===== src/rtl/tanh_soft_clipper_core_assert.svh =====
// assertion helpers shared by the clipper modules
`ifndef TANH_SOFT_CLIPPER_CORE_ASSERT_SVH
`define TANH_SOFT_CLIPPER_CORE_ASSERT_SVH

// same-cycle implication, checked out of reset
`define TSC_ASSERT_IMPL(label, clk, rst_n, ante, cons) \
    label: assert property (@(posedge clk) disable iff (!rst_n) (ante) |-> (cons)) \
        else $error("tsc assertion failed");

// next-cycle implication, checked out of reset
`define TSC_ASSERT_NEXT(label, clk, rst_n, ante, cons) \
    label: assert property (@(posedge clk) disable iff (!rst_n) (ante) |=> (cons)) \
        else $error("tsc assertion failed");

`endif


===== src/rtl/tsc_pkg.sv =====
`default_nettype none

package tsc_pkg;

    // sample format
    localparam int SAMPLE_BITS = 24;
    localparam int SFRAC       = SAMPLE_BITS - 1;
    localparam int TDATA_BITS  = ((SAMPLE_BITS + 7) / 8) * 8;

    // register formats
    localparam int DRIVE_BITS = 24;
    localparam int RECIP_BITS = 30;
    localparam logic [DRIVE_BITS-1:0] DRIVE_MIN   = DRIVE_BITS'(7);
    localparam logic [DRIVE_BITS-1:0] DRIVE_RESET = DRIVE_BITS'(65536);
    localparam logic [RECIP_BITS-1:0] RECIP_RESET = RECIP_BITS'(86051);

    // apb register map
    localparam int CFG_ADDR_BITS = 3;
    localparam int CFG_DATA_BITS = 32;
    localparam logic REG_DRIVE = 1'b0;
    localparam logic REG_RECIP = 1'b1;

    // tanh table
    localparam int TANH_TABLE_ENTRIES = 256;
    localparam int RANGE_BITS    = 3;
    localparam int ROM_FRAC      = 31;
    localparam int ROM_BITS      = ROM_FRAC + 1;
    localparam int IDX_BITS      = $clog2(TANH_TABLE_ENTRIES);
    localparam int ROM_ADDR_BITS = $clog2(TANH_TABLE_ENTRIES + 1);
    localparam int INTERP_BITS   = 16;
    localparam logic [ROM_BITS-1:0] ROM_ONE = ROM_BITS'(1) << ROM_FRAC;

    // datapath widths
    localparam int PROD_BITS   = SAMPLE_BITS + DRIVE_BITS;
    localparam int LIMIT_SHIFT = SFRAC + INTERP_BITS + RANGE_BITS;
    localparam int POS_BITS    = LIMIT_SHIFT + IDX_BITS;
    localparam int LERP_BITS   = ROM_BITS + INTERP_BITS;
    localparam int Y_BITS      = ROM_BITS + RECIP_BITS;
    localparam int ROUND_SHIFT = ROM_FRAC + INTERP_BITS - SFRAC;
    localparam int RES_BITS    = Y_BITS + 1 - ROUND_SHIFT;

    typedef logic [ROM_BITS-1:0] tanh_rom_t [0:TANH_TABLE_ENTRIES];

    // configuration seen by the datapath
    typedef struct packed {
        logic [DRIVE_BITS-1:0] drive;
        logic [RECIP_BITS-1:0] recip;
    } tsc_cfg_t;

    // table lookup request
    typedef struct packed {
        logic                   neg;
        logic                   sat;
        logic [IDX_BITS-1:0]    idx;
        logic [INTERP_BITS-1:0] frac;
    } tsc_idx_t;

    // interpolated tanh magnitude
    typedef struct packed {
        logic                neg;
        logic [ROM_BITS-1:0] tval;
    } tsc_tanh_t;

    // shift-subtract divide, elaboration only
    function automatic logic [63:0] udiv64(input logic [63:0] num, input logic [63:0] den);
        logic [64:0] rem;
        logic [63:0] quo;
        int          k;
        rem = '0;
        quo = '0;
        for (k = 63; k >= 0; k--)
        begin
            rem = {rem[63:0], num[k]};
            if (rem >= {1'b0, den})
            begin
                rem    = rem - {1'b0, den};
                quo[k] = 1'b1;
            end
        end
        return quo;
    endfunction

    // tanh table from the addition recurrence, series seed for the step
    function automatic tanh_rom_t build_tanh_rom();
        tanh_rom_t   rom;
        logic [63:0] h;
        logic [63:0] h2;
        logic [63:0] h3;
        logic [63:0] h5;
        logic [63:0] h7;
        logic [63:0] th;
        logic [63:0] t;
        logic [63:0] num;
        logic [63:0] den;
        logic [63:0] nt;
        int          i;
        h  = (64'd1 << (ROM_FRAC + RANGE_BITS)) / 64'(TANH_TABLE_ENTRIES);
        h2 = (h * h) >> ROM_FRAC;
        h3 = (h2 * h) >> ROM_FRAC;
        h5 = (h3 * h2) >> ROM_FRAC;
        h7 = (h5 * h2) >> ROM_FRAC;
        th = (h + (64'd2 * h5) / 64'd15) - (h3 / 64'd3 + (64'd17 * h7) / 64'd315);
        t  = '0;
        rom[0] = '0;
        for (i = 1; i <= TANH_TABLE_ENTRIES; i++)
        begin
            num = (t + th) << ROM_FRAC;
            den = 64'(ROM_ONE) + ((t * th) >> ROM_FRAC);
            nt  = udiv64(num, den);
            if (nt > 64'(ROM_ONE))
            begin
                nt = 64'(ROM_ONE);
            end
            if (nt < t)
            begin
                nt = t;
            end
            t      = nt;
            rom[i] = ROM_BITS'(t);
        end
        return rom;
    endfunction

    localparam tanh_rom_t TANH_ROM = build_tanh_rom();

endpackage

`default_nettype wire


===== src/rtl/tsc_scale.sv =====
`default_nettype none

module tsc_scale
(
    input  wire logic                        clk,
    input  wire logic                        rst_n,
    input  wire tsc_pkg::tsc_cfg_t           cfg,
    input  wire logic                        in_valid,
    output logic                             in_ready,
    input  wire tsc_pkg::tsc_tanh_t          in_data,
    output logic                             out_valid,
    input  wire logic                        out_ready,
    output logic [tsc_pkg::SAMPLE_BITS-1:0]  out_data
);

    // stage f: normalization product
    logic                              v_f_reg;
    logic                              neg_f_reg;
    logic [tsc_pkg::Y_BITS-1:0]        y_f_reg;
    logic [tsc_pkg::Y_BITS-1:0]        y_f_next;
    logic                              ready_f;

    // stage g: round, saturate, restore sign
    logic                              v_g_reg;
    logic                              neg_g_reg;
    logic [tsc_pkg::SAMPLE_BITS-1:0]   out_g_reg;
    logic [tsc_pkg::SAMPLE_BITS-1:0]   out_g_next;
    logic [tsc_pkg::Y_BITS:0]          y_round;
    logic [tsc_pkg::RES_BITS-1:0]      res;
    logic [tsc_pkg::RES_BITS-1:0]      res_lim;
    logic [tsc_pkg::SAMPLE_BITS-1:0]   res_mag;
    logic                              ready_g;

    assign ready_g  = !v_g_reg || out_ready;
    assign ready_f  = !v_f_reg || ready_g;
    assign in_ready = ready_f;

    assign y_f_next = tsc_pkg::Y_BITS'(in_data.tval) * tsc_pkg::Y_BITS'(cfg.recip);

    // round half away from zero on the magnitude
    assign y_round = {1'b0, y_f_reg}
                   + ((tsc_pkg::Y_BITS + 1)'(1) << (tsc_pkg::ROUND_SHIFT - 1));
    assign res     = y_round[tsc_pkg::Y_BITS:tsc_pkg::ROUND_SHIFT];

    // negative side reaches one step further
    assign res_lim = neg_f_reg ? (tsc_pkg::RES_BITS'(1) << tsc_pkg::SFRAC)
                               : ((tsc_pkg::RES_BITS'(1) << tsc_pkg::SFRAC) - 1'b1);
    assign res_mag = (res > res_lim) ? tsc_pkg::SAMPLE_BITS'(res_lim)
                                     : tsc_pkg::SAMPLE_BITS'(res);

    assign out_g_next = neg_f_reg ? (~res_mag + 1'b1) : res_mag;

    // valid bits
    always_ff @(posedge clk or negedge rst_n)
    begin
        if (!rst_n)
        begin
            v_f_reg <= 1'b0;
            v_g_reg <= 1'b0;
        end
        else
        begin
            if (ready_f)
            begin
                v_f_reg <= in_valid;
            end
            if (ready_g)
            begin
                v_g_reg <= v_f_reg;
            end
        end
    end

    // payload
    always_ff @(posedge clk)
    begin
        if (ready_f && in_valid)
        begin
            neg_f_reg <= in_data.neg;
            y_f_reg   <= y_f_next;
        end
        if (ready_g && v_f_reg)
        begin
            neg_g_reg <= neg_f_reg;
            out_g_reg <= out_g_next;
        end
    end

    assign out_valid = v_g_reg;
    assign out_data  = out_g_reg;

`include "tanh_soft_clipper_core_assert.svh"

    `TSC_ASSERT_IMPL(a_pos_sign, clk, rst_n, v_g_reg && !neg_g_reg, !out_g_reg[tsc_pkg::SAMPLE_BITS-1])
    `TSC_ASSERT_IMPL(a_neg_sign, clk, rst_n, v_g_reg && neg_g_reg, out_g_reg[tsc_pkg::SAMPLE_BITS-1] || (out_g_reg == '0))

endmodule

`default_nettype wire

===== config.mk =====
export PLATFORM = sky130hd
export DESIGN_NAME = tsc_scale
export DESIGN_NICKNAME = d
export VERILOG_FILES = /design/src/rtl/tsc_pkg.sv /design/src/rtl/tsc_scale.sv
export VERILOG_INCLUDE_DIRS = /design/src /design/src/rtl
export SDC_FILE = /design/constraint.sdc
export NUM_CORES = 2
export LEC_CHECK = 0
export ABC_AREA = 1
export BUFFER_PORTS_ARGS = -buffer_cell sky130_fd_sc_hd__buf_2
export CELL_PAD_IN_SITES_DETAIL_PLACEMENT = 0
export CELL_PAD_IN_SITES_GLOBAL_PLACEMENT = 2
export CORE_UTILIZATION = 36
export CTS_CLUSTER_SIZE = 40
export DETAILED_ROUTE_END_ITERATION = 7
export PLACE_DENSITY_LB_ADDON = 0.1
export SLEW_MARGIN = 20
export SYNTH_ARGS = -nofsm -noshare
export SYNTH_HDL_FRONTEND = slang
export SYNTH_SLANG_ARGS = --single-unit

===== constraint.sdc =====
create_clock -name clk -period 4.1 [get_ports clk]
set_clock_uncertainty 0.05 [all_clocks]
set_input_delay 0.41 -clock clk [delete_from_list [all_inputs] [get_ports clk]]
set_output_delay 0.41 -clock clk [all_outputs]
set_load 0.05 [all_outputs]

==> impl_results.md <==
- Outcome: finished, violations left
- Failing checks: negative setup slack
- Crit-path max FO: 7
- Placement Setup Slack: -3.44 ns
- Maximum clock path buffer count: 2
- Worst-Margin Slew: about 0.58 ns
- Clock H-tree levels: 3
- Largest net degree at the start of global routing: ~40
- Die area: between 100,000 and 150,000 sq um
- Cell variety after synth: 50
- CORE AREA: 101,000 sq um
- Vias: just over 30,000
- Placement Rows: 116
- IO Port Bufs: slightly above 90
- GRT Total Usage: between 20% and 30%
- Layout cells sized above 1: 26.1%
- Worst skew pair latency: about 0.35 ns
- Routed wire length: ~120,000 microns
- DRT Pass-1 Iters: 5
- Vias in the first global route: approximately 33,000
- Synth Area in Adders: between 50% and 60%
- Slew headroom: between 60% and 70%
- Antenna cells: 0
- Overflow after GRT: 0
- Starting Density: about 37%
- Crit path DAT: about 6.7 ns
- Tcrit/Tclk final: 163%
- Post-route setup slack: -2.59 ns
- Synth Net Count: 5,979
- First-pass GRT wire length: 185,000 microns
- TNS Setup: -94.70 ns
- Number of buffers created by CTS: 9
- Post-synthesis simple-gate area fraction: ~17%
- Fin nets: 6,640
- Design area: between 40,000 and 50,000 sq um
- Chip Width: between 300 and 400 microns
- Post-Syn Instances: about 4,800
- Number of max-cap violations: 0
- Crit Path Class: input pin to flop
- Final setup viols: 50
- Sequential share of the synthesized area: ~5.4%
- TritonCTS clock tree: done
- Data required time of the worst path: approximately 4.1 ns
- Antenna Nets Post-Route: 0
- CTS clock-pin slew for the worst setup and hold paths: ~0.070 ns
- CP peak stage delay: a little under 0.6 ns
- RePlAce Congestion: approximately 0.87
- Pins Over Slew Limit: 0
- I/O pin count: 117
- YS warnings: 0
- Mux share of post-synthesis cell area: 0%
- DPL Wire Length: slightly above 100,000 microns
- Dpl cell area: 43,800 sq um
- Via density: ~4.5
- Placed Cells: 6,636
- Clk root buf: clkbuf_16
- Drt first-iter violations: about 1,300
- Residual DRC: 0
- DR WL/cell: between 15 and 20 microns
- Fmax: 149 MHz
- Crit-path slowest cell: fa_2
- Hold Crit Class: input pin to flop
- Final Non-Filler Cells: a little under 7,000
- Area Overhead vs Synth: 31.7%
- CTS Sinks: 66
- Post-Syn Area: around 37,000 sq um
- Synth Area in Compound Gates: 3.34%
- Fin crit period: 6.69 ns
- Critical Path Sink Type: flop
- Main combinational cell family by area after synthesis: adder cells
- Xor and xnor fraction of the mapped netlist area: under 10%
- Crit start category: input pin
- Syn avg cell area: ~7.7 sq um
- Antenna violations before repair: 1
- RSZ-0062 raised after global routing: yes
- Chip Height: ~320 microns
- Fillcell total: 10,200
- Flops & latches, synth: 66
- Max reg flops: 39
- Endpoints failing hold: 0
==> worst paths after layout <==
path,startpoint,endpoint,slack [ns],depth (start not counted)
worst max-delay path,in_data[8],y_f_reg[54],-2.59,30
worst min-delay path,in_data[32],neg_f_reg,0.19,1
worst max register to register,y_f_reg[38],out_data[22],-0.12,30
worst min register to register,v_f_reg,out_valid,0.44,2
max in group asynchronous,rst_n,v_f_reg,3.57,2
min in group asynchronous,rst_n,out_valid,0.33,2
==> Yosys cell counts (all sizes together) <==
library cell | count | area (sq um)
and3 | 2 | 12.5
ha | 273 | 3420
a22oi | 1 | 7.51
o221ai | 2 | 17.5
o311ai | 2 | 17.5
a31o | 2 | 17.5
o211ai | 6 | 45.0
o221a | 1 | 11.3
o2111ai | 1 | 8.76
a21boi | 2 | 15.0
nand3 | 67 | 385
o21ai | 56 | 280
and2 | 2 | 12.5
nor4 | 4 | 25.0
a31oi | 16 | 100
nand2 | 1284 | 4850
xor2 | 47 | 412
nor3 | 9 | 45.0
o31ai | 2 | 15.0
clkbuf | 186 | 698
inv | 1538 | 5770
a21o | 13 | 97.6
nor2 | 196 | 805
a21oi | 97 | 489
a41oi | 1 | 8.76
o21bai | 4 | 30.0
nand3b | 6 | 45.0
edfxtp | 64 | 1920
a211oi | 2 | 15.0
buf | 9 | 71.3
dfrtp | 2 | 50.1
o21a | 7 | 52.6
nand4 | 18 | 113
nor3b | 1 | 7.51
fa | 835 | 16700
clkinv | 1 | 3.75
xnor2 | 21 | 184
==> repair_timing <==
action	in CTS	in global routing
pin swaps	216	170
endpoints found under the hold margin	2	0
gates cloned	9	3
resized for setup	524	270
setup buffers	100	48
hold buffers	1	0
endpoints found under the setup margin	62	62
==> metal layers <==
| metal | GRT usage [%] | vias to the layer above | share of wire [%] |
|---|---|---|---|
| met5 | 0 | - | 0 |
| met4 | 3.65 | 0 | 1.7 |
| met3 | 1.94 | 89 | 3.5 |
| met2 | 42.0 | 495 | 51 |
| met1 | 30.5 | 15100 | 44 |
| li1 | - | 14700 | - |
==> layout by cell type (no fill, tap or decap), types with 13 or more instances in the layout <==
cell / Yosys / final
a21o_1: 13 / 13
a21oi_1: 96 / 54
a21oi_2: 1 / 31
buf_12: 0 / 82
buf_2: 3 / 50
buf_4: 1 / 607
buf_6: 4 / 74
buf_8: 0 / 16
edfxtp_1: 64 / 64
fa_1: 835 / 769
fa_2: 0 / 66
ha_1: 273 / 233
ha_4: 0 / 40
inv_1: 1537 / 1425
inv_2: 1 / 112
nand2_1: 1274 / 1161
nand2_2: 8 / 78
nand2_4: 2 / 42
nand3_1: 60 / 33
nand3_2: 5 / 21
nand3_4: 2 / 13
nand4_1: 18 / 18
nor2_1: 182 / 121
nor2_2: 9 / 40
nor2_4: 4 / 34
o21ai_0: 51 / 28
xnor2_1: 21 / 17
xor2_1: 47 / 32
xor2_2: 0 / 14
==> per-stage QoR <==
| step | hold slack, ns | utilization [%] |
|---|---|---|
| finish | 0.187 | 48.1 |
| detailed placement | 0.149 | 43.5 |
| global placement | 0.148 | 43.5 |
| floorplan | 0.0644 | - |
| global route | 0.179 | 48.1 |
| CTS | 0.173 | 46.8 |
==> final cells by class <==
class,instances,area (sq um),area share (%)
Timing Repair Buffer,844,7880,16.3
Inverter,1539,5780,11.9
Clock buffer,9,225,0.465
Clock inverter,7,124,0.256
Tap cell,1357,1700,3.51
Multi-Input combinational cell,2981,30800,63.5
Sequential cell,66,1970,4.07
==> worst max-delay path, delay by kind of cell <==
| kind | cells | cell delay (ns) |
|---|---|---|
| adders and majority gates | 9 | 4.36 |
| buffers and inverters | 12 | 1.02 |
| and+or+nand+nor | 5 | 0.43 |
| AOI/OAI and AO/OA | 3 | 0.33 |
| xor gates and xnor gates | 1 | 0.16 |
==> cell families (layout without fill, tap and decap cells) <==
family	Yosys count	in the layout
AO/OA/AOI/OAI	215	215
AND/OR/NAND/NOR	1589	1590
flip-flops	66	66
adder cells (fa/ha/maj)	1108	1108
buffers and inverters	1734	2399
XOR/XNOR	68	68
Power is left out: the tool's default activity adds up to more than one toggle a clock period on the data nets, which glitch-free logic cannot reach.
