===== config.mk =====
export PLATFORM = sky130hd
export DESIGN_NAME = tsc_regs
export DESIGN_NICKNAME = d
export VERILOG_FILES = /design/src/rtl/tsc_pkg.sv /design/src/rtl/tsc_regs.sv
export VERILOG_INCLUDE_DIRS = /design/src /design/src/rtl
export SDC_FILE = /design/constraint.sdc
export NUM_CORES = 1
export LEC_CHECK = 0
export ABC_AREA = 1
export BUFFER_PORTS_ARGS = -buffer_cell sky130_fd_sc_hd__buf_2
export CORE_MARGIN = 2
export CORE_UTILIZATION = 42
export DETAILED_ROUTE_END_ITERATION = 6
export HOLD_SLACK_MARGIN = 0.1
export PLACE_DENSITY = 0.82
export REMOVE_ABC_BUFFERS = 1
export SLEW_MARGIN = 10
export SYNTH_ARGS = -nofsm -noshare
export SYNTH_HDL_FRONTEND = slang
export SYNTH_SLANG_ARGS = --single-unit

===== constraint.sdc =====
create_clock -name clk -period 0.8 [get_ports clk]
set_input_delay 0 -clock clk [delete_from_list [all_inputs] [get_ports clk]]
set_output_delay 0 -clock clk [all_outputs]
set_load 0.02 [all_outputs]

===== src/rtl/tanh_soft_clipper_core_assert.svh =====
// assertion helpers shared by the clipper modules
`ifndef TANH_SOFT_CLIPPER_CORE_ASSERT_SVH
`define TANH_SOFT_CLIPPER_CORE_ASSERT_SVH

// same-cycle implication, checked out of reset
`define TSC_ASSERT_IMPL(label, clk, rst_n, ante, cons) \
    label: assert property (@(posedge clk) disable iff (!rst_n) (ante) |-> (cons)) \
        else $error("tsc assertion failed");

// next-cycle implication, checked out of reset
`define TSC_ASSERT_NEXT(label, clk, rst_n, ante, cons) \
    label: assert property (@(posedge clk) disable iff (!rst_n) (ante) |=> (cons)) \
        else $error("tsc assertion failed");

`endif


===== src/rtl/tsc_pkg.sv =====
`default_nettype none

package tsc_pkg;

    // sample format
    localparam int SAMPLE_BITS = 24;
    localparam int SFRAC       = SAMPLE_BITS - 1;
    localparam int TDATA_BITS  = ((SAMPLE_BITS + 7) / 8) * 8;

    // register formats
    localparam int DRIVE_BITS = 24;
    localparam int RECIP_BITS = 30;
    localparam logic [DRIVE_BITS-1:0] DRIVE_MIN   = DRIVE_BITS'(7);
    localparam logic [DRIVE_BITS-1:0] DRIVE_RESET = DRIVE_BITS'(65536);
    localparam logic [RECIP_BITS-1:0] RECIP_RESET = RECIP_BITS'(86051);

    // apb register map
    localparam int CFG_ADDR_BITS = 3;
    localparam int CFG_DATA_BITS = 32;
    localparam logic REG_DRIVE = 1'b0;
    localparam logic REG_RECIP = 1'b1;

    // tanh table
    localparam int TANH_TABLE_ENTRIES = 256;
    localparam int RANGE_BITS    = 3;
    localparam int ROM_FRAC      = 31;
    localparam int ROM_BITS      = ROM_FRAC + 1;
    localparam int IDX_BITS      = $clog2(TANH_TABLE_ENTRIES);
    localparam int ROM_ADDR_BITS = $clog2(TANH_TABLE_ENTRIES + 1);
    localparam int INTERP_BITS   = 16;
    localparam logic [ROM_BITS-1:0] ROM_ONE = ROM_BITS'(1) << ROM_FRAC;

    // datapath widths
    localparam int PROD_BITS   = SAMPLE_BITS + DRIVE_BITS;
    localparam int LIMIT_SHIFT = SFRAC + INTERP_BITS + RANGE_BITS;
    localparam int POS_BITS    = LIMIT_SHIFT + IDX_BITS;
    localparam int LERP_BITS   = ROM_BITS + INTERP_BITS;
    localparam int Y_BITS      = ROM_BITS + RECIP_BITS;
    localparam int ROUND_SHIFT = ROM_FRAC + INTERP_BITS - SFRAC;
    localparam int RES_BITS    = Y_BITS + 1 - ROUND_SHIFT;

    typedef logic [ROM_BITS-1:0] tanh_rom_t [0:TANH_TABLE_ENTRIES];

    // configuration seen by the datapath
    typedef struct packed {
        logic [DRIVE_BITS-1:0] drive;
        logic [RECIP_BITS-1:0] recip;
    } tsc_cfg_t;

    // table lookup request
    typedef struct packed {
        logic                   neg;
        logic                   sat;
        logic [IDX_BITS-1:0]    idx;
        logic [INTERP_BITS-1:0] frac;
    } tsc_idx_t;

    // interpolated tanh magnitude
    typedef struct packed {
        logic                neg;
        logic [ROM_BITS-1:0] tval;
    } tsc_tanh_t;

    // shift-subtract divide, elaboration only
    function automatic logic [63:0] udiv64(input logic [63:0] num, input logic [63:0] den);
        logic [64:0] rem;
        logic [63:0] quo;
        int          k;
        rem = '0;
        quo = '0;
        for (k = 63; k >= 0; k--)
        begin
            rem = {rem[63:0], num[k]};
            if (rem >= {1'b0, den})
            begin
                rem    = rem - {1'b0, den};
                quo[k] = 1'b1;
            end
        end
        return quo;
    endfunction

    // tanh table from the addition recurrence, series seed for the step
    function automatic tanh_rom_t build_tanh_rom();
        tanh_rom_t   rom;
        logic [63:0] h;
        logic [63:0] h2;
        logic [63:0] h3;
        logic [63:0] h5;
        logic [63:0] h7;
        logic [63:0] th;
        logic [63:0] t;
        logic [63:0] num;
        logic [63:0] den;
        logic [63:0] nt;
        int          i;
        h  = (64'd1 << (ROM_FRAC + RANGE_BITS)) / 64'(TANH_TABLE_ENTRIES);
        h2 = (h * h) >> ROM_FRAC;
        h3 = (h2 * h) >> ROM_FRAC;
        h5 = (h3 * h2) >> ROM_FRAC;
        h7 = (h5 * h2) >> ROM_FRAC;
        th = (h + (64'd2 * h5) / 64'd15) - (h3 / 64'd3 + (64'd17 * h7) / 64'd315);
        t  = '0;
        rom[0] = '0;
        for (i = 1; i <= TANH_TABLE_ENTRIES; i++)
        begin
            num = (t + th) << ROM_FRAC;
            den = 64'(ROM_ONE) + ((t * th) >> ROM_FRAC);
            nt  = udiv64(num, den);
            if (nt > 64'(ROM_ONE))
            begin
                nt = 64'(ROM_ONE);
            end
            if (nt < t)
            begin
                nt = t;
            end
            t      = nt;
            rom[i] = ROM_BITS'(t);
        end
        return rom;
    endfunction

    localparam tanh_rom_t TANH_ROM = build_tanh_rom();

endpackage

`default_nettype wire


===== src/rtl/tsc_regs.sv =====
`default_nettype none

module tsc_regs
(
    input  wire logic                              clk,
    input  wire logic                              rst_n,
    input  wire logic                              psel,
    input  wire logic                              penable,
    input  wire logic                              pwrite,
    input  wire logic [tsc_pkg::CFG_ADDR_BITS-1:0] paddr,
    input  wire logic [tsc_pkg::CFG_DATA_BITS-1:0] pwdata,
    output logic      [tsc_pkg::CFG_DATA_BITS-1:0] prdata,
    output tsc_pkg::tsc_cfg_t                      cfg
);

    logic [tsc_pkg::DRIVE_BITS-1:0] drive_reg;
    logic [tsc_pkg::DRIVE_BITS-1:0] drive_next;
    logic [tsc_pkg::DRIVE_BITS-1:0] drive_wr;
    logic [tsc_pkg::RECIP_BITS-1:0] recip_reg;
    logic [tsc_pkg::RECIP_BITS-1:0] recip_next;
    logic                           wr_en;
    logic                           reg_sel;

    assign wr_en   = psel && penable && pwrite;
    assign reg_sel = paddr[tsc_pkg::CFG_ADDR_BITS-1];

    // drive writes below the floor are clamped
    assign drive_wr = pwdata[tsc_pkg::DRIVE_BITS-1:0];

    // write decode
    always_comb
    begin
        drive_next = drive_reg;
        recip_next = recip_reg;
        if (wr_en)
        begin
            unique case (reg_sel)
                tsc_pkg::REG_DRIVE:
                begin
                    drive_next = (drive_wr < tsc_pkg::DRIVE_MIN) ? tsc_pkg::DRIVE_MIN : drive_wr;
                end
                tsc_pkg::REG_RECIP:
                begin
                    recip_next = pwdata[tsc_pkg::RECIP_BITS-1:0];
                end
                default:
                begin
                    recip_next = recip_reg;
                end
            endcase
        end
    end

    always_ff @(posedge clk or negedge rst_n)
    begin
        if (!rst_n)
        begin
            drive_reg <= tsc_pkg::DRIVE_RESET;
            recip_reg <= tsc_pkg::RECIP_RESET;
        end
        else
        begin
            drive_reg <= drive_next;
            recip_reg <= recip_next;
        end
    end

    // read decode
    always_comb
    begin
        unique case (reg_sel)
            tsc_pkg::REG_DRIVE: prdata = tsc_pkg::CFG_DATA_BITS'(drive_reg);
            tsc_pkg::REG_RECIP: prdata = tsc_pkg::CFG_DATA_BITS'(recip_reg);
            default:            prdata = '0;
        endcase
    end

    assign cfg.drive = drive_reg;
    assign cfg.recip = recip_reg;

`include "tanh_soft_clipper_core_assert.svh"

    `TSC_ASSERT_IMPL(a_drive_floor, clk, rst_n, 1'b1, drive_reg >= tsc_pkg::DRIVE_MIN)

endmodule

`default_nettype wire


==> results of run 1 <==
[synth_stat cells (all sizes together)]
cell type    n
nand2      142
dfrtp       47
o21ai       43
inv         30
buf         18
nor2        16
nand3       12
dfstp        7
a21oi        3
and3         1
conb         1
o21bai       1
[kinds of logic after synthesis]
kind of cell | Yosys count | share of synthesized area (%)
AND/OR/NAND/NOR | 171 | 24.97
flip-flops | 54 | 50.35
buffers and inverters | 48 | 10.19
AO/OA/AOI/OAI | 47 | 14.36
other | 1 | 0.1388
[cell type report]
class	instances	area (sq um)	area share [%]
Tap cell	77	96.34	1.977
Multi-Input combinational cell	220	1140	23.39
Inverter	30	112.6	2.311
Sequential cell	54	1360	27.91
Clock buffer	8	80.08	1.644
Timing Repair Buffer	213	2083	42.76
[worst max-delay path, delay by kind of cell (launching register included)]
family,cells,cell delay [ns]
AND/OR/NAND/NOR,2,0.17
buffers and inverters,1,0.13
flip-flops,1,0.56
[metal layers]
| metal | wire [um] | vias up | GRT usage (%) |
|---|---|---|---|
| li1 | - | 1384 | - |
| met1 | 3506 | 1459 | 27.03 |
| met2 | 5516 | 144 | 44.16 |
| met3 | 484 | 31 | 4.326 |
| met4 | 327 | 0 | 8.211 |
| met5 | 0 | - | 0 |
[through the flow]
stage / setup TNS (ns) / setup slack [ns] / util, % / hold WS [ns]
4_1_cts: -11.44 / -0.3092 / 70.04 / 0.1420
5_1_grt: -18.31 / -0.4125 / 77.62 / 0.1714
3_3_place_gp: -4.324 / -0.1083 / 54.79 / 0.01501
6_report: -15.55 / -0.3636 / 77.62 / 0.1427
2_1_floorplan: -13.73 / -0.3021 / - / -0.2956
3_5_place_dp: -6.049 / -0.1511 / 54.79 / 0.02761
[what timing repair did]
action	CTS	global route
setup buffers	9	35
hold endpoints to repair	108	2
resized for setup	157	69
hold buffers	32	1
pin swaps	37	21
endpoints found under the setup margin	84	93
[power by group]
part           total, mW  leakage [nW]  internal, mW  switching (mW)
sequential          3.85         0.660          3.29           0.556
combinational       5.33          1.91          2.80            2.53
clock               1.49        0.0395         0.625           0.869
[how the worst min path moves through the flow]
stage | from | end | slack, ns
global route | pwdata[3] | drive_reg[0]$_DFFE_PN0P_ | 0.17
finish | pwdata[6] | drive_reg[0]$_DFFE_PN0P_ | 0.14
floorplan | rst_n | drive_reg[0]$_DFFE_PN0P_ | -0.30
detailed placement | rst_n | recip_reg[11]$_DFFE_PN0P_ | 0.03
global placement | rst_n | recip_reg[18]$_DFFE_PN0P_ | 0.02
CTS | penable | recip_reg[0]$_DFFE_PN1P_ | 0.14
==> run metrics, run 1 <==
Clock transition at path regs ~0.09 ns; detailed-route DRC error count 0; Clock Tree Buf Depth 2; Routed WL 9834 um; GRT overflow 0; cell depth of the worst hold path 6; post-route insts no fill about 600; layout cells sized above 1 between 40% and 50%; Final Hold Fails 0; Worst path slowest cell dfstp_2; Final Critical Period 1.164 ns; worst-path fanout max 2; leakage roughly 2.6 nW; total number of vias between 3k and 4k; Final period util 145.5%; clk_skew 0 ns; Final Setup Violations between 90 and 100; IO Port Bufs roughly 120; Nets 564; Tot GR Track Use about a quarter; DPL Wire Length ~4800 um; Layout area overhead 80.36%; min-delay worst type input port to flop; # placed instances around 520; Setup crit start recip_reg[1]$_DFFE_PN1P_; CP endpoint prdata[1]; Critical Path RT 0.80 ns; failing checks setup timing; Via density roughly 5; DP Area ~0.0034 sq mm; post-route cell area around 0.005 sq mm; critical path capture point type primary output; first-pass GRT wire length 13550 um; WS Path Type flop to primary output; post-synth top area share 43.54%; area leader, netlist dfrtp_1; count of cells along the worst register-to-register path 3; sequential area share after synthesis approximately 50%; # H-tree levels 2; Yosys warning total 0; number of flip-flops in the largest register 30; Detailed Route Iter0 Violations around 130; Critical Path Max Stage Delay ~0.56 ns; Die Y ~84 um; count of cell types in the netlist 17; Sink Count 54; max-cap viol count 0; Max rail drop VDD ~1.6 mV; Power Density between 2000 and 2500 mW/mm^2; largest net degree at the start of global routing between 50 and 60; TritonCTS Buffers 5; Core Area approximately 0.0063 sq mm; crit-path cells nand2_1 > nand2_1 > buf_6; Clock Latency Late Sink 0.31 ns; Syn Area/Cell about 8.4 sq um; Critical Path AT 1.16 ns; # diodes 0; Crit path top cell by count nand2_1; RSZ-0062 raised after global routing yes; final slew viol count 0; Wirelength per Cell between 15 and 20 um; CTS Root Cell clkbuf_8; die width approximately 84 um; DR pass1 iterations 6; IO Pins approximately 130; synthesized area 0.002701 sq mm; cells after synthesis 321; outcome complete, but fails checks; number of global-route vias before repair 2870; initial antenna violation count 0; FF-to-FF Start drive_reg[2]$_DFFE_PN0P_; FMAX about 0.86 GHz; initial core utilization between 40% and 50%; Final Wtd Congestion 0.7966; overall power 10.67 mW; FILL cells 390; worst r2r dst drive_reg[2]$_DFFE_PN0P_; Core Rows 29; ranking of synthesized cells by area dfrtp_1 44%, nand2_1 19%, o21ai_2 13%; flop2flop setup slack -0.08 ns; TritonCTS clock tree built; Die Footprint 0.007090 sq mm; Synth Register Bits 54; Worst Setup Slack, final -0.3636 ns; antenna-violating nets left 0; CP Launch Type flop; most common cell after layout, fill and taps aside nand2_1; commonest non-fill, non-tap cells in the layout 123 x nand2_1, 115 x buf_6, 47 x dfrtp_1
No activity file was read; power rests on OpenSTA's default activity.
==> run 2: changes to the inputs <==
Settings changed: BUFFER_PORTS_ARGS -buffer_cell sky130_fd_sc_hd__buf_2 to -buffer_cell sky130_fd_sc_hd__buf_4.
==> run 2 against run 1 <==
Net effect: the run still ends with setup timing left; clock power up 48%; combinational power barely moved; register-to-register slack better by 0.03 ns; sequential share of layout area fell by 0.83 points; cell area is 3.1% higher; fmax rose by 0.64%; critical path depth did not move; count of clock-buffer cells in the layout shrank 2; flip-flop and latch count unchanged; clock skew unchanged; cell count grew 0.17%.
==> run metrics, run 2 (synthesis results as in run 1) <==
TritonCTS clock tree built; TritonCTS Buffers 5; Clock transition at path regs 0.10 ns; commonest non-fill, non-tap cells in the layout 116 x nand2_1, 116 x buf_6, 63 x buf_4; Worst Hold Launch pwdata[20]; Worst path slowest cell dfstp_2; number of global-route vias before repair between 2k and 3k; clk_skew 0 ns; Worst Setup Slack, final -0.3562 ns; total number of vias around 2.9k; RSZ-0062 raised after global routing yes; Sink Count 54; min-delay worst type input port to flop; Die Footprint ~0.0071 sq mm; GRT overflow 0; max-cap viol count 0; initial core utilization 43.03%; Setup crit start recip_reg[1]$_DFFE_PN1P_; Final Wtd Congestion approximately 0.81; Clock Latency Late Sink ~0.30 ns; DR pass1 iterations 4; IO Pins ~130; Wirelength per Cell ~15 um; CTS Root Cell clkbuf_8; number of flip-flops in the largest register 30; Final Setup Violations between 90 and 100; Tot GR Track Use 22.97%; DPL Wire Length roughly 5000 um; worst-path fanout max 3; overall power approximately 11 mW; IO Port Bufs around 120; critical path capture point type primary output; Critical Path AT ~1.2 ns; Final Critical Period between 1 and 1.5 ns; Critical Path RT 0.80 ns; WS Path Type flop to primary output; Nets approximately 570; initial antenna violation count 0; CP Launch Type flop; worst r2r dst drive_reg[22]$_DFFE_PN0P_; leakage 2.672 nW; layout cells sized above 1 around half; Core Rows 29; cell depth of the worst hold path 6; outcome complete, but fails checks; sw power between 3 and 4 mW; sw frac between 30% and 40%; largest net degree at the start of global routing 55; FILL cells between 300 and 400; Layout area overhead 85.92%; Routed WL 9165 um; Final period util 144.5%; Clock Power Share between 10% and 20%; Internal between 7 and 8 mW; # diodes 0; Detailed Route Iter0 Violations 160; first-pass GRT wire length 13250 um; detailed-route DRC error count 0; FF-to-FF Start drive_reg[22]$_DFFE_PN0P_; Final Hold Fails 0; crit-path cells nand2_1 > nand2_1 > buf_6; Die Y 84.20 um; Via density ~4.9; Critical Path Max Stage Delay 0.56 ns; FMAX between 0.8 and 0.9 GHz; antenna-violating nets left 0; die width about 84 um; Core Area 0.006277 sq mm; failing checks setup timing; Hold Path End drive_reg[2]$_DFFE_PN0P_; count of cells along the worst register-to-register path 4; Seq pwr share 33.6%; flop2flop setup slack -0.05 ns; DP Worst Slack -0.1652 ns; Max rail drop VDD 1.359 mV; final slew viol count 0; Comb pwr share a little under half; Power Density between 2000 and 2500 mW/mm^2; # H-tree levels 2; Crit path top cell by count nand2_1; Final Hold Slack approximately 0.15 ns; Clock Tree Buf Depth 2
[run 2: changes by cell type in the layout (fill, tap and decap cells not counted), sizes merged]
cell	previous run	this run
bufinv	0	2
dlygate4sd3	32	31
clkbuf	8	6
buf	181	183
[run 2: how the worst max path moves through the flow]
stage,end,cells after the start
6_report,prdata[1],3
5_1_grt,drive_reg[1]$_DFFE_PN0P_,7
4_1_cts,prdata[5],3
3_5_place_dp,drive_reg[1]$_DFFE_PN0P_,6
3_3_place_gp,drive_reg[1]$_DFFE_PN0P_,6
2_1_floorplan,drive_reg[0]$_DFFE_PN0P_,5
[run 2: area by class of cell]
class                   count  area [sq um]  area share [%]
clock buffers               6         82.58           1.644
well taps                  77         96.34           1.918
multi-input cells         220          1141           22.72
inverters                  30         112.6           2.242
clock inverters             2         60.06           1.196
flip-flops and latches     54          1360           27.08
repair buffers            214          2170           43.20
[run 2: power by group through the flow]
stage               Combinational [mW]  Sequential (mW)  Clock, mW
floorplan                         1.26             4.35          0
global placement                  3.50             3.76          0
detailed placement                3.59             3.77          0
CTS                               4.29             3.80       2.24
global route                      5.71             3.87       2.34
finish                            5.36             3.83       2.20
[run 2: timing repair]
action / CTS / global route
hold endpoints to repair: 108 / 2
endpoints found under the setup margin: 84 / 91
setup buffers: 6 / 41
pin swaps: 25 / 18
resized for setup: 80 / 68
cloned: 0 / 0
hold buffers: 31 / 1
[run 2: metrics by stage]
step / TNS (ns) / cells / instance area (sq um) / utilization (%)
2_1_floorplan: -13.73 / 304 / 2542 / -
3_3_place_gp: -5.313 / 517 / 3710 / 59.10
3_5_place_dp: -6.215 / 517 / 3710 / 59.10
4_1_cts: -11.67 / 562 / 4508 / 71.82
5_1_grt: -18.33 / 603 / 5022 / 80.01
6_report: -14.97 / 603 / 5022 / 80.01
[run 2: routing by layer]
layer	GRT usage, %	routed length, um
met1	29.40	3513
met2	40.33	5022
met3	3.736	439
met4	6.452	191
met5	0	0
[run 2: critical path: cells and delay by family (launching register included)]
family                 cells  cell delay [ns]
and+or+nand+nor            2             0.17
DFF                        1             0.56
buffers and inverters      1             0.13
