File: config.mk
export PLATFORM = sky130hd
export DESIGN_NAME = tsc_front
export DESIGN_NICKNAME = d
export VERILOG_FILES = /design/src/rtl/tanh_soft_clipper_core_assert.svh /design/src/rtl/tsc_pkg.sv /design/src/rtl/tsc_front.sv
export SDC_FILE = /design/constraint.sdc
export NUM_CORES = 1
export LEC_CHECK = 0
export ABC_AREA = 1
export BUFFER_PORTS_ARGS = -buffer_cell sky130_fd_sc_hd__buf_4
export CORE_ASPECT_RATIO = 1.25
export CORE_MARGIN = 2
export CORE_UTILIZATION = 60
export CTS_BUF_LIST = sky130_fd_sc_hd__clkbuf_4 sky130_fd_sc_hd__clkbuf_8 sky130_fd_sc_hd__clkbuf_16
export CTS_CLUSTER_DIAMETER = 30
export DETAILED_ROUTE_END_ITERATION = 16
export HOLD_SLACK_MARGIN = 0.05
export PLACE_DENSITY_LB_ADDON = 0.25
export RECOVER_POWER = 50
export SYNTH_ARGS = -nofsm -noshare
export SYNTH_HDL_FRONTEND = slang
export SYNTH_SLANG_ARGS = --single-unit
export TNS_END_PERCENT = 5
File: constraint.sdc
create_clock -name clk -period 5.88 [get_ports clk]
set_clock_uncertainty 0.15 [all_clocks]
set_input_delay 0.588 -clock clk [delete_from_list [all_inputs] [get_ports clk]]
set_output_delay 0.588 -clock clk [all_outputs]
set_load 0.02 [all_outputs]
File: src/rtl/tanh_soft_clipper_core_assert.svh
// assertion helpers shared by the clipper modules
`ifndef TANH_SOFT_CLIPPER_CORE_ASSERT_SVH
`define TANH_SOFT_CLIPPER_CORE_ASSERT_SVH

// same-cycle implication, checked out of reset
`define TSC_ASSERT_IMPL(label, clk, rst_n, ante, cons) \
    label: assert property (@(posedge clk) disable iff (!rst_n) (ante) |-> (cons)) \
        else $error("tsc assertion failed");

// next-cycle implication, checked out of reset
`define TSC_ASSERT_NEXT(label, clk, rst_n, ante, cons) \
    label: assert property (@(posedge clk) disable iff (!rst_n) (ante) |=> (cons)) \
        else $error("tsc assertion failed");

`endif

File: src/rtl/tsc_pkg.sv
`default_nettype none

package tsc_pkg;

    // sample format
    localparam int SAMPLE_BITS = 24;
    localparam int SFRAC       = SAMPLE_BITS - 1;
    localparam int TDATA_BITS  = ((SAMPLE_BITS + 7) / 8) * 8;

    // register formats
    localparam int DRIVE_BITS = 24;
    localparam int RECIP_BITS = 30;
    localparam logic [DRIVE_BITS-1:0] DRIVE_MIN   = DRIVE_BITS'(7);
    localparam logic [DRIVE_BITS-1:0] DRIVE_RESET = DRIVE_BITS'(65536);
    localparam logic [RECIP_BITS-1:0] RECIP_RESET = RECIP_BITS'(86051);

    // apb register map
    localparam int CFG_ADDR_BITS = 3;
    localparam int CFG_DATA_BITS = 32;
    localparam logic REG_DRIVE = 1'b0;
    localparam logic REG_RECIP = 1'b1;

    // tanh table
    localparam int TANH_TABLE_ENTRIES = 256;
    localparam int RANGE_BITS    = 3;
    localparam int ROM_FRAC      = 31;
    localparam int ROM_BITS      = ROM_FRAC + 1;
    localparam int IDX_BITS      = $clog2(TANH_TABLE_ENTRIES);
    localparam int ROM_ADDR_BITS = $clog2(TANH_TABLE_ENTRIES + 1);
    localparam int INTERP_BITS   = 16;
    localparam logic [ROM_BITS-1:0] ROM_ONE = ROM_BITS'(1) << ROM_FRAC;

    // datapath widths
    localparam int PROD_BITS   = SAMPLE_BITS + DRIVE_BITS;
    localparam int LIMIT_SHIFT = SFRAC + INTERP_BITS + RANGE_BITS;
    localparam int POS_BITS    = LIMIT_SHIFT + IDX_BITS;
    localparam int LERP_BITS   = ROM_BITS + INTERP_BITS;
    localparam int Y_BITS      = ROM_BITS + RECIP_BITS;
    localparam int ROUND_SHIFT = ROM_FRAC + INTERP_BITS - SFRAC;
    localparam int RES_BITS    = Y_BITS + 1 - ROUND_SHIFT;

    typedef logic [ROM_BITS-1:0] tanh_rom_t [0:TANH_TABLE_ENTRIES];

    // configuration seen by the datapath
    typedef struct packed {
        logic [DRIVE_BITS-1:0] drive;
        logic [RECIP_BITS-1:0] recip;
    } tsc_cfg_t;

    // table lookup request
    typedef struct packed {
        logic                   neg;
        logic                   sat;
        logic [IDX_BITS-1:0]    idx;
        logic [INTERP_BITS-1:0] frac;
    } tsc_idx_t;

    // interpolated tanh magnitude
    typedef struct packed {
        logic                neg;
        logic [ROM_BITS-1:0] tval;
    } tsc_tanh_t;

    // shift-subtract divide, elaboration only
    function automatic logic [63:0] udiv64(input logic [63:0] num, input logic [63:0] den);
        logic [64:0] rem;
        logic [63:0] quo;
        int          k;
        rem = '0;
        quo = '0;
        for (k = 63; k >= 0; k--)
        begin
            rem = {rem[63:0], num[k]};
            if (rem >= {1'b0, den})
            begin
                rem    = rem - {1'b0, den};
                quo[k] = 1'b1;
            end
        end
        return quo;
    endfunction

    // tanh table from the addition recurrence, series seed for the step
    function automatic tanh_rom_t build_tanh_rom();
        tanh_rom_t   rom;
        logic [63:0] h;
        logic [63:0] h2;
        logic [63:0] h3;
        logic [63:0] h5;
        logic [63:0] h7;
        logic [63:0] th;
        logic [63:0] t;
        logic [63:0] num;
        logic [63:0] den;
        logic [63:0] nt;
        int          i;
        h  = (64'd1 << (ROM_FRAC + RANGE_BITS)) / 64'(TANH_TABLE_ENTRIES);
        h2 = (h * h) >> ROM_FRAC;
        h3 = (h2 * h) >> ROM_FRAC;
        h5 = (h3 * h2) >> ROM_FRAC;
        h7 = (h5 * h2) >> ROM_FRAC;
        th = (h + (64'd2 * h5) / 64'd15) - (h3 / 64'd3 + (64'd17 * h7) / 64'd315);
        t  = '0;
        rom[0] = '0;
        for (i = 1; i <= TANH_TABLE_ENTRIES; i++)
        begin
            num = (t + th) << ROM_FRAC;
            den = 64'(ROM_ONE) + ((t * th) >> ROM_FRAC);
            nt  = udiv64(num, den);
            if (nt > 64'(ROM_ONE))
            begin
                nt = 64'(ROM_ONE);
            end
            if (nt < t)
            begin
                nt = t;
            end
            t      = nt;
            rom[i] = ROM_BITS'(t);
        end
        return rom;
    endfunction

    localparam tanh_rom_t TANH_ROM = build_tanh_rom();

endpackage

`default_nettype wire

File: src/rtl/tsc_front.sv
`default_nettype none

module tsc_front
(
    input  wire logic                            clk,
    input  wire logic                            rst_n,
    input  wire tsc_pkg::tsc_cfg_t               cfg,
    input  wire logic                            in_valid,
    output logic                                 in_ready,
    input  wire logic [tsc_pkg::SAMPLE_BITS-1:0] sample,
    output logic                                 out_valid,
    input  wire logic                            out_ready,
    output tsc_pkg::tsc_idx_t                    out_data
);

    // stage a: magnitude times drive
    logic                                v_a_reg;
    logic                                neg_a_reg;
    logic [tsc_pkg::PROD_BITS-1:0]       p_a_reg;
    logic [tsc_pkg::SAMPLE_BITS-1:0]     mag;
    logic [tsc_pkg::PROD_BITS-1:0]       p_a_next;
    logic                                ready_a;

    // stage b: range check and table position
    logic                                v_b_reg;
    tsc_pkg::tsc_idx_t                   idx_b_reg;
    tsc_pkg::tsc_idx_t                   idx_b_next;
    logic [tsc_pkg::POS_BITS-1:0]        pos;
    logic                                ready_b;

    assign ready_b  = !v_b_reg || out_ready;
    assign ready_a  = !v_a_reg || ready_b;
    assign in_ready = ready_a;

    // most negative sample maps to a magnitude of exactly one
    assign mag      = sample[tsc_pkg::SAMPLE_BITS-1] ? (~sample + 1'b1) : sample;
    assign p_a_next = tsc_pkg::PROD_BITS'(mag) * tsc_pkg::PROD_BITS'(cfg.drive);

    // table position is the argument scaled by entries per unit range
    assign pos = tsc_pkg::POS_BITS'(p_a_reg[tsc_pkg::LIMIT_SHIFT-1:0])
               * tsc_pkg::POS_BITS'(tsc_pkg::TANH_TABLE_ENTRIES);

    always_comb
    begin
        idx_b_next.neg  = neg_a_reg;
        idx_b_next.sat  = |p_a_reg[tsc_pkg::PROD_BITS-1:tsc_pkg::LIMIT_SHIFT];
        idx_b_next.idx  = pos[tsc_pkg::POS_BITS-1:tsc_pkg::LIMIT_SHIFT];
        idx_b_next.frac = pos[tsc_pkg::LIMIT_SHIFT-1 -: tsc_pkg::INTERP_BITS];
    end

    // valid bits
    always_ff @(posedge clk or negedge rst_n)
    begin
        if (!rst_n)
        begin
            v_a_reg <= 1'b0;
            v_b_reg <= 1'b0;
        end
        else
        begin
            if (ready_a)
            begin
                v_a_reg <= in_valid;
            end
            if (ready_b)
            begin
                v_b_reg <= v_a_reg;
            end
        end
    end

    // payload
    always_ff @(posedge clk)
    begin
        if (ready_a && in_valid)
        begin
            neg_a_reg <= sample[tsc_pkg::SAMPLE_BITS-1];
            p_a_reg   <= p_a_next;
        end
        if (ready_b && v_a_reg)
        begin
            idx_b_reg <= idx_b_next;
        end
    end

    assign out_valid = v_b_reg;
    assign out_data  = idx_b_reg;

endmodule

`default_nettype wire

==> results of run 1 <==
-- what timing repair did --
item | in CTS | in global routing
endpoints found under the setup margin | 30 | 30
buffers inserted | 6 | 0
gates resized for setup | 97 | 29
hold endpoints to repair | 2 | 0
pin swaps | 26 | 3
hold buffers | 1 | 0
-- cell families (layout without fill, tap and decap cells) --
logic type,count (synthesis),count (layout),share of synthesized area (%)
AO/OA/AOI/OAI,154,154,4.103
AND/OR/NAND/NOR,931,931,17.26
flip-flops,59,59,8.241
adder cells (fa/ha/maj),652,652,55.05
other,0,1,0
buffers and inverters,787,1142,14.00
XOR/XNOR,32,32,1.346
-- synth_stat cells (all sizes together) --
library cell / n / area [µm²]
o21ai: 40 / 207.7
xor2: 21 / 191.4
nor3: 11 / 60.06
nor4: 7 / 43.79
clkbuf: 62 / 232.7
o21a: 2 / 15.01
and3: 2 / 12.51
nand3: 66 / 350.3
a21o: 6 / 45.04
fa: 481 / 9629
a21boi: 6 / 45.04
nand2: 450 / 1692
edfxtp: 57 / 1712
o211ai: 4 / 35.03
o311ai: 1 / 8.760
nor2: 383 / 1455
nand4: 5 / 31.28
or2: 7 / 43.80
a21oi: 74 / 370.4
xnor2: 11 / 96.34
ha: 171 / 2140
clkinv: 5 / 18.77
a31oi: 9 / 56.30
dfrtp: 2 / 50.05
inv: 692 / 2597
buf: 28 / 143.9
o21bai: 12 / 93.84
-- path summary, 6_finish.rpt --
| check | cells past startpoint | slack, ps | to |
|---|---|---|---|
| max | 31 | -1570 | p_a_reg[44] |
| min | 0 | 260 | out_data[14] |
| max reg2reg | 2 | 3750 | out_data[1] |
| min reg2reg | 0 | 260 | out_data[14] |
| max in group asynchronous | 2 | 5010 | v_a_reg |
| min in group asynchronous | 2 | 440 | out_valid |
-- stage by stage --
step                setup TNS (ps)  area, µm²  util [%]
floorplan                   -32580      21550         -
global placement            -59960      25230     71.56
detailed placement          -61110      25230     71.56
CTS                         -42180      26020     73.78
global route                -53860      26090     74.00
finish                      -44140      26100     74.00
-- routing by layer --
metal | global-route usage [%] | routed length (µm) | vias to the layer above
li1 | - | - | 8285
met1 | 46.00 | 23980 | 9196
met2 | 66.15 | 33170 | 949
met3 | 6.812 | 5618 | 313
met4 | 27.71 | 6182 | 0
met5 | 0 | 0 | -
-- final cells by class --
type / count / area (µm²)
multi-input cells: 1769 / 17190
repair buffers: 429 / 3601
clock inverters: 7 / 91.34
fillers: 2799 / 9166
well taps: 474 / 593.1
diodes: 1 / 2.502
flip-flops and latches: 59 / 1762
inverters: 697 / 2633
clock buffers: 9 / 225.2
-- worst max-delay path, delay by kind of cell --
family,cells,cell delay [ps]
buffers and inverters,6,820
xor gates and xnor gates,1,160
adders and majority gates,9,3740
and+or+nand+nor,10,1260
AOI/OAI and AO/OA,5,810
==> metrics.yaml, run 1 <==
path_common_cell: "fa_1"
vias: 18740
finalWirelength_um: 68950
dp.cells: 3421
hold_viol_final: 0
synth.distinct_cells: 43
setup_viol: 30
cts_root_buffer: "clkbuf_16"
path_clk_slew_ps: 60
ys_ff_latch: 59
fin_crit_sh_pct: 126.7
grt_pass1_vias: 20910
cp_slowest_cell: "fa_1"
fin_nets: 3699
synth_seq_area_share_pct: 8.241
grtUsageTotal_pct: 39.39
r2r-start: "out_valid"
critPathMaxStageDelay_ps: 560
clock_path_buffers: 2
layout_common_cells: "inv_1, fa_1, nand2_1, buf_4, nor2_1"
postRouteAntennaNets: 0
hold_ws_ps: 264.7
grt_max_degree: 32
area_growth_pct: 22.07
largest_reg_flops: 30
syn-instance-count: 2615
fp.dieH_um: 215.0
clk_latency_ps: 330
hp-class: "reg2reg"
dr.pass1.iters: 8
failed_checks: "negative setup slack"
cp-end-kind: "flip-flop"
layout_setup_ws_ps: -1573
rows: 77
route.detailed.drc: 0
start_kind: "input pin"
cts_tree: "built"
start_util_pct: 60.62
viasPerCell: 5.441
cp.required_ps: 5800
die_w_um: 172.8
port_buffers: 79
grt_pass1_wl_um: 111700
drv_cap: 0
drive_gt1_share_pct: 19.23
antenna_found_initial: 1
die_area_um2: 37160
rsz0062_at_grt: "true"
synth_nets: 3349
design.core.area_um2: 35260
syn_area_um2: 21380
num_io_pins: 110
hold_start: "p_a_reg[32]"
worstSetupPathType: "in2reg"
instances_no_fill: 3445
maxSlewHeadroom_pct: 7.408
crit_path_start: "sample[0]"
critPathMaxFanout: 7
gp_congestion: 0.9928
dp_hpwl_um: 60100
drv_slew: 0
cts.htree.levels: 3
finalWorstPathRequiredPeriod_ps: 7453
arrival_ps: 7380
worst_pin_slew_ps: 1389
dp_slack_ps: -2192
cts_buffers: 9
synth-warning-count: 0
routedWlPerCell_um: 20.01
clock.fmax_mhz: 134.2
grt_remaining_overflow: 0
status: "finished, violations left"
cts.sinks: 59
layout_commonest_cell: "inv_1"
avgSynthCellArea_um2: 8.175
drt_iter0_drc: 1440
Power of run 1 is not shown: default switching activity piles up to over one toggle a cycle in this logic, so the estimate is an artifact.
==> inputs of run 2 (changes only) <==
--- a/config.mk
+++ b/config.mk
@@ -14,8 +14,9 @@
 export CTS_CLUSTER_DIAMETER = 30
 export DETAILED_ROUTE_END_ITERATION = 16
 export HOLD_SLACK_MARGIN = 0.05
-export PLACE_DENSITY_LB_ADDON = 0.25
+export PLACE_DENSITY_LB_ADDON = 0.15
 export RECOVER_POWER = 50
+export SKIP_CTS_REPAIR_TIMING = 1
 export SYNTH_ARGS = -nofsm -noshare
 export SYNTH_HDL_FRONTEND = slang
 export SYNTH_SLANG_ARGS = --single-unit
==> metrics.yaml, run 2 (synthesis results as in run 1) <==
r2r_setup_slack_ps: 3730
cts_tree: "built"
hold_start: "p_a_reg[18]"
clk_latency_ps: 330
failed_checks: "negative setup slack"
layout_common_cells: "inv_1, fa_1, nand2_1, buf_4, nor2_1"
largest_reg_flops: 30
vias: 18970
rows: 77
fp.dieH_um: 215.0
finalWorstPathRequiredPeriod_ps: 7480
diodes: 0
start_util_pct: 60.62
gp_congestion: 1.016
port_buffers: 79
fin_nets: 3715
cts.sinks: 59
clock.fmax_mhz: 133.7
drive_gt1_share_pct: 24.61
crit_path_start: "sample[1]"
design.core.area_um2: 35260
rsz0062_at_grt: "true"
antenna_found_initial: 0
status: "finished, violations left"
hold_viol_final: 0
finalWirelength_um: 68310
crit_end: "p_a_reg[29]"
dp_slack_ps: -2105
cp_slowest_cell: "fa_1"
grt_remaining_overflow: 0
drv_cap: 0
critPathMaxFanout: 5
r2r-start: "out_valid"
path_clk_slew_ps: 50
seq_area_um2: 1762
ff2ff_path_depth: 2
grt_max_degree: 32
crit_buf_inv: 10
cp_top_family: "adder cells"
path_common_cell: "fa_1"
start_kind: "input pin"
routedWlPerCell_um: 19.74
cts.htree.levels: 3
worst_pin_slew_ps: 1395
dr.pass1.iters: 6
drv_slew: 0
arrival_ps: 7390
layout_setup_ws_ps: -1600
grt_pass1_wl_um: 107900
setup_viol: 30
maxSlewHeadroom_pct: 6.995
cts_root_buffer: "clkbuf_16"
grt_pass1_vias: 20470
r2r-end: "out_data[12]"
die_w_um: 172.8
fillers: 2610
cts_buffers: 9
route.detailed.drc: 0
die_area_um2: 37160
dp_hpwl_um: 58820
fin_crit_sh_pct: 127.2
num_io_pins: 110
critPathMaxStageDelay_ps: 570
layout_commonest_cell: "inv_1"
cp.depth: 31
cp-end-kind: "flip-flop"
area_growth_pct: 25.95
clock_path_buffers: 2
worstSetupPathType: "in2reg"
postRouteAntennaNets: 0
cp.required_ps: 5790
grtUsageTotal_pct: 37.74
viasPerCell: 5.484
hp-class: "reg2reg"
drt_iter0_drc: 1605
multiInputGateArea_um2: 17800
## run 2: cell types whose count changed in the layout (fill, tap and decap cells not counted), sizes merged
cell and change:
clkinv +2, buf +16, diode -1, inv -1, clkbuf +1, bufinv -2
## run 2: per-layer routing
layer / global-route usage (%) / share of wire [%] / routed length (µm) / vias up
li1: - / - / - / 8326
met1: 45.59 / 35 / 23830 / 9360
met2: 63.05 / 48 / 33040 / 968
met3: 6.653 / 8.9 / 6098 / 320
met4: 23.47 / 7.8 / 5336 / 0
met5: 0 / 0 / 0 / -
## run 2: final cells by class
type                       instances  area share, %
multi-input combinational       1769          66.13
timing repair buffer             445          14.30
inverter                         697          9.838
sequential                        59          6.543
tap                              474          2.203
clock buffer                      10         0.8644
clock inverter                     6         0.1208
## run 2: metrics by stage
stage / utilization [%] / hold slack [ps] / std cells / setup TNS [ps] / area (µm²)
3_5_place_dp: 71.76 / 222.3 / 3422 / -58710 / 25300
6_report: 76.36 / 268.6 / 3460 / -44470 / 26920
5_1_grt: 76.36 / 281.4 / 3460 / -53670 / 26920
4_1_cts: 72.51 / -123.0 / 3438 / -50060 / 25570
2_1_floorplan: - / 142.4 / 2615 / -32580 / 21550
3_3_place_gp: 71.76 / 221.1 / 3422 / -56700 / 25300
## run 2: worst min path at each step
stage	end	slack (ps)	cells past startpoint
global route	out_data[5]	280	0
finish	out_data[0]	270	0
detailed placement	v_a_reg	220	1
global placement	out_valid	220	1
floorplan	out_valid	140	0
CTS	v_a_reg	-120	1
Power of run 2 is left out for the same reason.
==> inputs of run 3 (changes only) <==
--- a/config.mk
+++ b/config.mk
@@ -7,13 +7,16 @@
 export LEC_CHECK = 0
 export ABC_AREA = 1
 export BUFFER_PORTS_ARGS = -buffer_cell sky130_fd_sc_hd__buf_4
+export CELL_PAD_IN_SITES_DETAIL_PLACEMENT = 1
+export CELL_PAD_IN_SITES_GLOBAL_PLACEMENT = 1
 export CORE_ASPECT_RATIO = 1.25
 export CORE_MARGIN = 2
-export CORE_UTILIZATION = 60
+export CORE_UTILIZATION = 53
 export CTS_BUF_LIST = sky130_fd_sc_hd__clkbuf_4 sky130_fd_sc_hd__clkbuf_8 sky130_fd_sc_hd__clkbuf_16
 export CTS_CLUSTER_DIAMETER = 30
 export DETAILED_ROUTE_END_ITERATION = 16
 export HOLD_SLACK_MARGIN = 0.05
+export MAX_ROUTING_LAYER = met4
 export PLACE_DENSITY_LB_ADDON = 0.15
 export RECOVER_POWER = 50
 export SKIP_CTS_REPAIR_TIMING = 1
==> metrics.yaml, run 3 <==
grt_remaining_overflow: 8
port_buffers: 79
firstError: "[ERROR GRT-0232] Routing congestion too high. Check the congestion heatmap in the GUI."
syn-instance-count: 2615
synthFlopType: "edfxtp_1"
avgSynthCellArea_um2: 8.175
synth_edf_count: 57
worstEpCategory: "sequential cell input"
synth_common_cells: "inv_1, fa_1, nand2_1"
gp_congestion: 0.9878
async_flop_share_pct: 3.390
cts.sinks: 59
synth_seq_area_share_pct: 8.241
cts_buffers: 9
num_io_pins: 110
cts_root_buffer: "clkbuf_16"
stop_stage: "global routing"
yosysMostFrequentCell: "inv_1"
synth.largest_area_cell: "fa_1"
dp_hpwl_um: 73910
die_w_um: 183.6
synth-warning-count: 0
ys_ff_latch: 59
ys_top_cells_by_area: "fa_1, inv_1, ha_1"
grt-worst-endpoint: "p_a_reg[44]$_DFFE_PP_/D"
status: "stopped before the end"
grt_max_degree: 32
syn_area_um2: 21380
start_util_pct: 53.56
cts.htree.levels: 3
synth.distinct_cells: 43
fp.dieH_um: 228.5
synth_nets: 3349
yosys.area.top_type_share_pct: 45.05
dp.cells: 3480
grtUsageTotal_pct: 70.27
rows: 82
clock_path_buffers: 2
antenna_found_initial: 6
==> run 3: through the flow <==
step	setup slack, ps	area (µm²)
floorplan	-1151	21550
global placement	-2239	25550
detailed placement	-2473	25550
CTS	-2155	25850
==> run 3: cells by family after synthesis <==
family          after synthesis  share of synthesized area (%)
xor+xnor                     32                          1.346
fa+ha+maj                   652                          55.05
buf+inv                     787                          14.00
simple gates                931                          17.26
flops                        59                          8.241
compound gates              154                          4.103
==> run 3: routing by layer <==
metal | track usage [%] | overflow
met5 | - | -
met4 | 74.78 | 4
met3 | 46.80 | 0
met2 | 91.31 | 4
met1 | 65.02 | 0
==> inputs of run 4 (changes only) <==
==> config.mk (replaced) <==
export PLATFORM = sky130hd
export DESIGN_NAME = tsc_front
export DESIGN_NICKNAME = d
export VERILOG_FILES = /design/src/rtl/tanh_soft_clipper_core_assert.svh /design/src/rtl/tsc_pkg.sv /design/src/rtl/tsc_front.sv
export SDC_FILE = /design/constraint.sdc
export NUM_CORES = 1
export LEC_CHECK = 0
export ABC_AREA = 1
export BUFFER_PORTS_ARGS = -buffer_cell sky130_fd_sc_hd__buf_4
export CORE_MARGIN = 2
export CORE_UTILIZATION = 40
export DETAILED_ROUTE_END_ITERATION = 16
export PLACE_DENSITY_LB_ADDON = 0.15
export RECOVER_POWER = 50
export SKIP_CTS_REPAIR_TIMING = 1
export SYNTH_ARGS = -nofsm -noshare
export SYNTH_HDL_FRONTEND = slang
export SYNTH_SLANG_ARGS = --single-unit
export TNS_END_PERCENT = 5
==> metrics.yaml, run 4 (synthesis results as in run 1) <==
port_buffers: 79
postRouteAntennaNets: 0
cp.required_ps: 5790
layout_common_cells: "inv_1, fa_1, nand2_1, buf_4, nor2_1"
finalWirelength_um: 70880
grt_remaining_overflow: 0
status: "finished, violations left"
fp.dieH_um: 235.2
rows: 84
start_kind: "input pin"
failed_checks: "negative setup slack"
maxSlewHeadroom_pct: 56.41
cp_top_family: "adder cells"
dp.cells: 3662
layout_commonest_cell: "inv_1"
arrival_ps: 7370
crit_buf_inv: 11
start_util_pct: 40.60
dp_hpwl_um: 62590
grtUsageTotal_pct: 26.66
hold_ws_ps: 265.2
antenna_found_initial: 0
fin_crit_sh_pct: 126.9
cp_slowest_cell: "fa_1"
setup_viol: 30
grt_max_degree: 32
critPathMaxStageDelay_ps: 580
clock.fmax_mhz: 134.0
vias: 18460
instances_no_fill: 3699
timing.setup.tns_ps: -42650
worst_pin_slew_ps: 653.1
drive_gt1_share_pct: 22.55
grt_pass1_wl_um: 113600
drv_cap: 0
dr.pass1.iters: 7
largest_reg_flops: 30
clk_latency_ps: 320
cts_root_buffer: "clkbuf_16"
rsz0062_at_grt: "true"
worstSetupPathType: "in2reg"
area_growth_pct: 26.05
layout_setup_ws_ps: -1580
gp_congestion: 0.9669
drv_slew: 0
route.detailed.drc: 0
routedWlPerCell_um: 19.16
hold_viol_final: 0
clock_path_buffers: 2
fin_nets: 3740
viasPerCell: 4.991
cts_buffers: 9
path_common_cell: "fa_1"
num_io_pins: 110
cts.sinks: 59
die_w_um: 235.2
critPathMaxFanout: 5
die_area_um2: 55310
diodes: 0
cp-end-kind: "flip-flop"
finalWorstPathRequiredPeriod_ps: 7460
grt_pass1_vias: 20470
path_clk_slew_ps: 50
drt_iter0_drc: 1240
cts_tree: "built"
design.core.area_um2: 52660
hp-class: "reg2reg"
cts.htree.levels: 3
## run 4: final cells by class
cell class	count	area, µm²
sequential	59	1762
inverter	697	2633
tap	688	860.8
multi-input combinational	1769	17400
clock buffer	10	229.0
timing repair buffer	470	4028
clock inverter	6	32.53
fill	5069	25710
## run 4: layer usage
metal | track usage [%] | up-vias | part of all wire [%]
li1 | - | 8373 | -
met1 | 34.94 | 9318 | 41
met2 | 45.91 | 634 | 49
met3 | 2.720 | 137 | 6.0
met4 | 9.570 | 0 | 4.4
met5 | 0 | - | 0
## run 4: final timing paths
check                      depth (start not counted)  slack (ps)          end        start
max                                               35       -1580  p_a_reg[44]    sample[0]
min                                                0         270  out_data[7]  p_a_reg[25]
max reg2reg                                        4        4290  p_a_reg[41]    out_valid
min reg2reg                                        0         270  out_data[7]  p_a_reg[25]
max in group asynchronous                          2        5020    out_valid        rst_n
min in group asynchronous                          2         430      v_a_reg        rst_n
## run 4: worst register-to-register path, cell delays in order, from the launching register on
cell and delay (ps):
dfrtp_1 410, nand3_1 140, nand2_1 80, inv_1 50, buf_4 380
## run 4: metrics by stage
step / util (%) / instance area [µm²] / worst slack [ps]
global route: 51.17 / 26950 / -1869
global placement: 48.93 / 25760 / -2177
floorplan: - / 21550 / -1151
CTS: 49.43 / 26030 / -1835
finish: 51.17 / 26950 / -1580
detailed placement: 48.93 / 25760 / -2142
Power of run 4 is left out for the same reason.
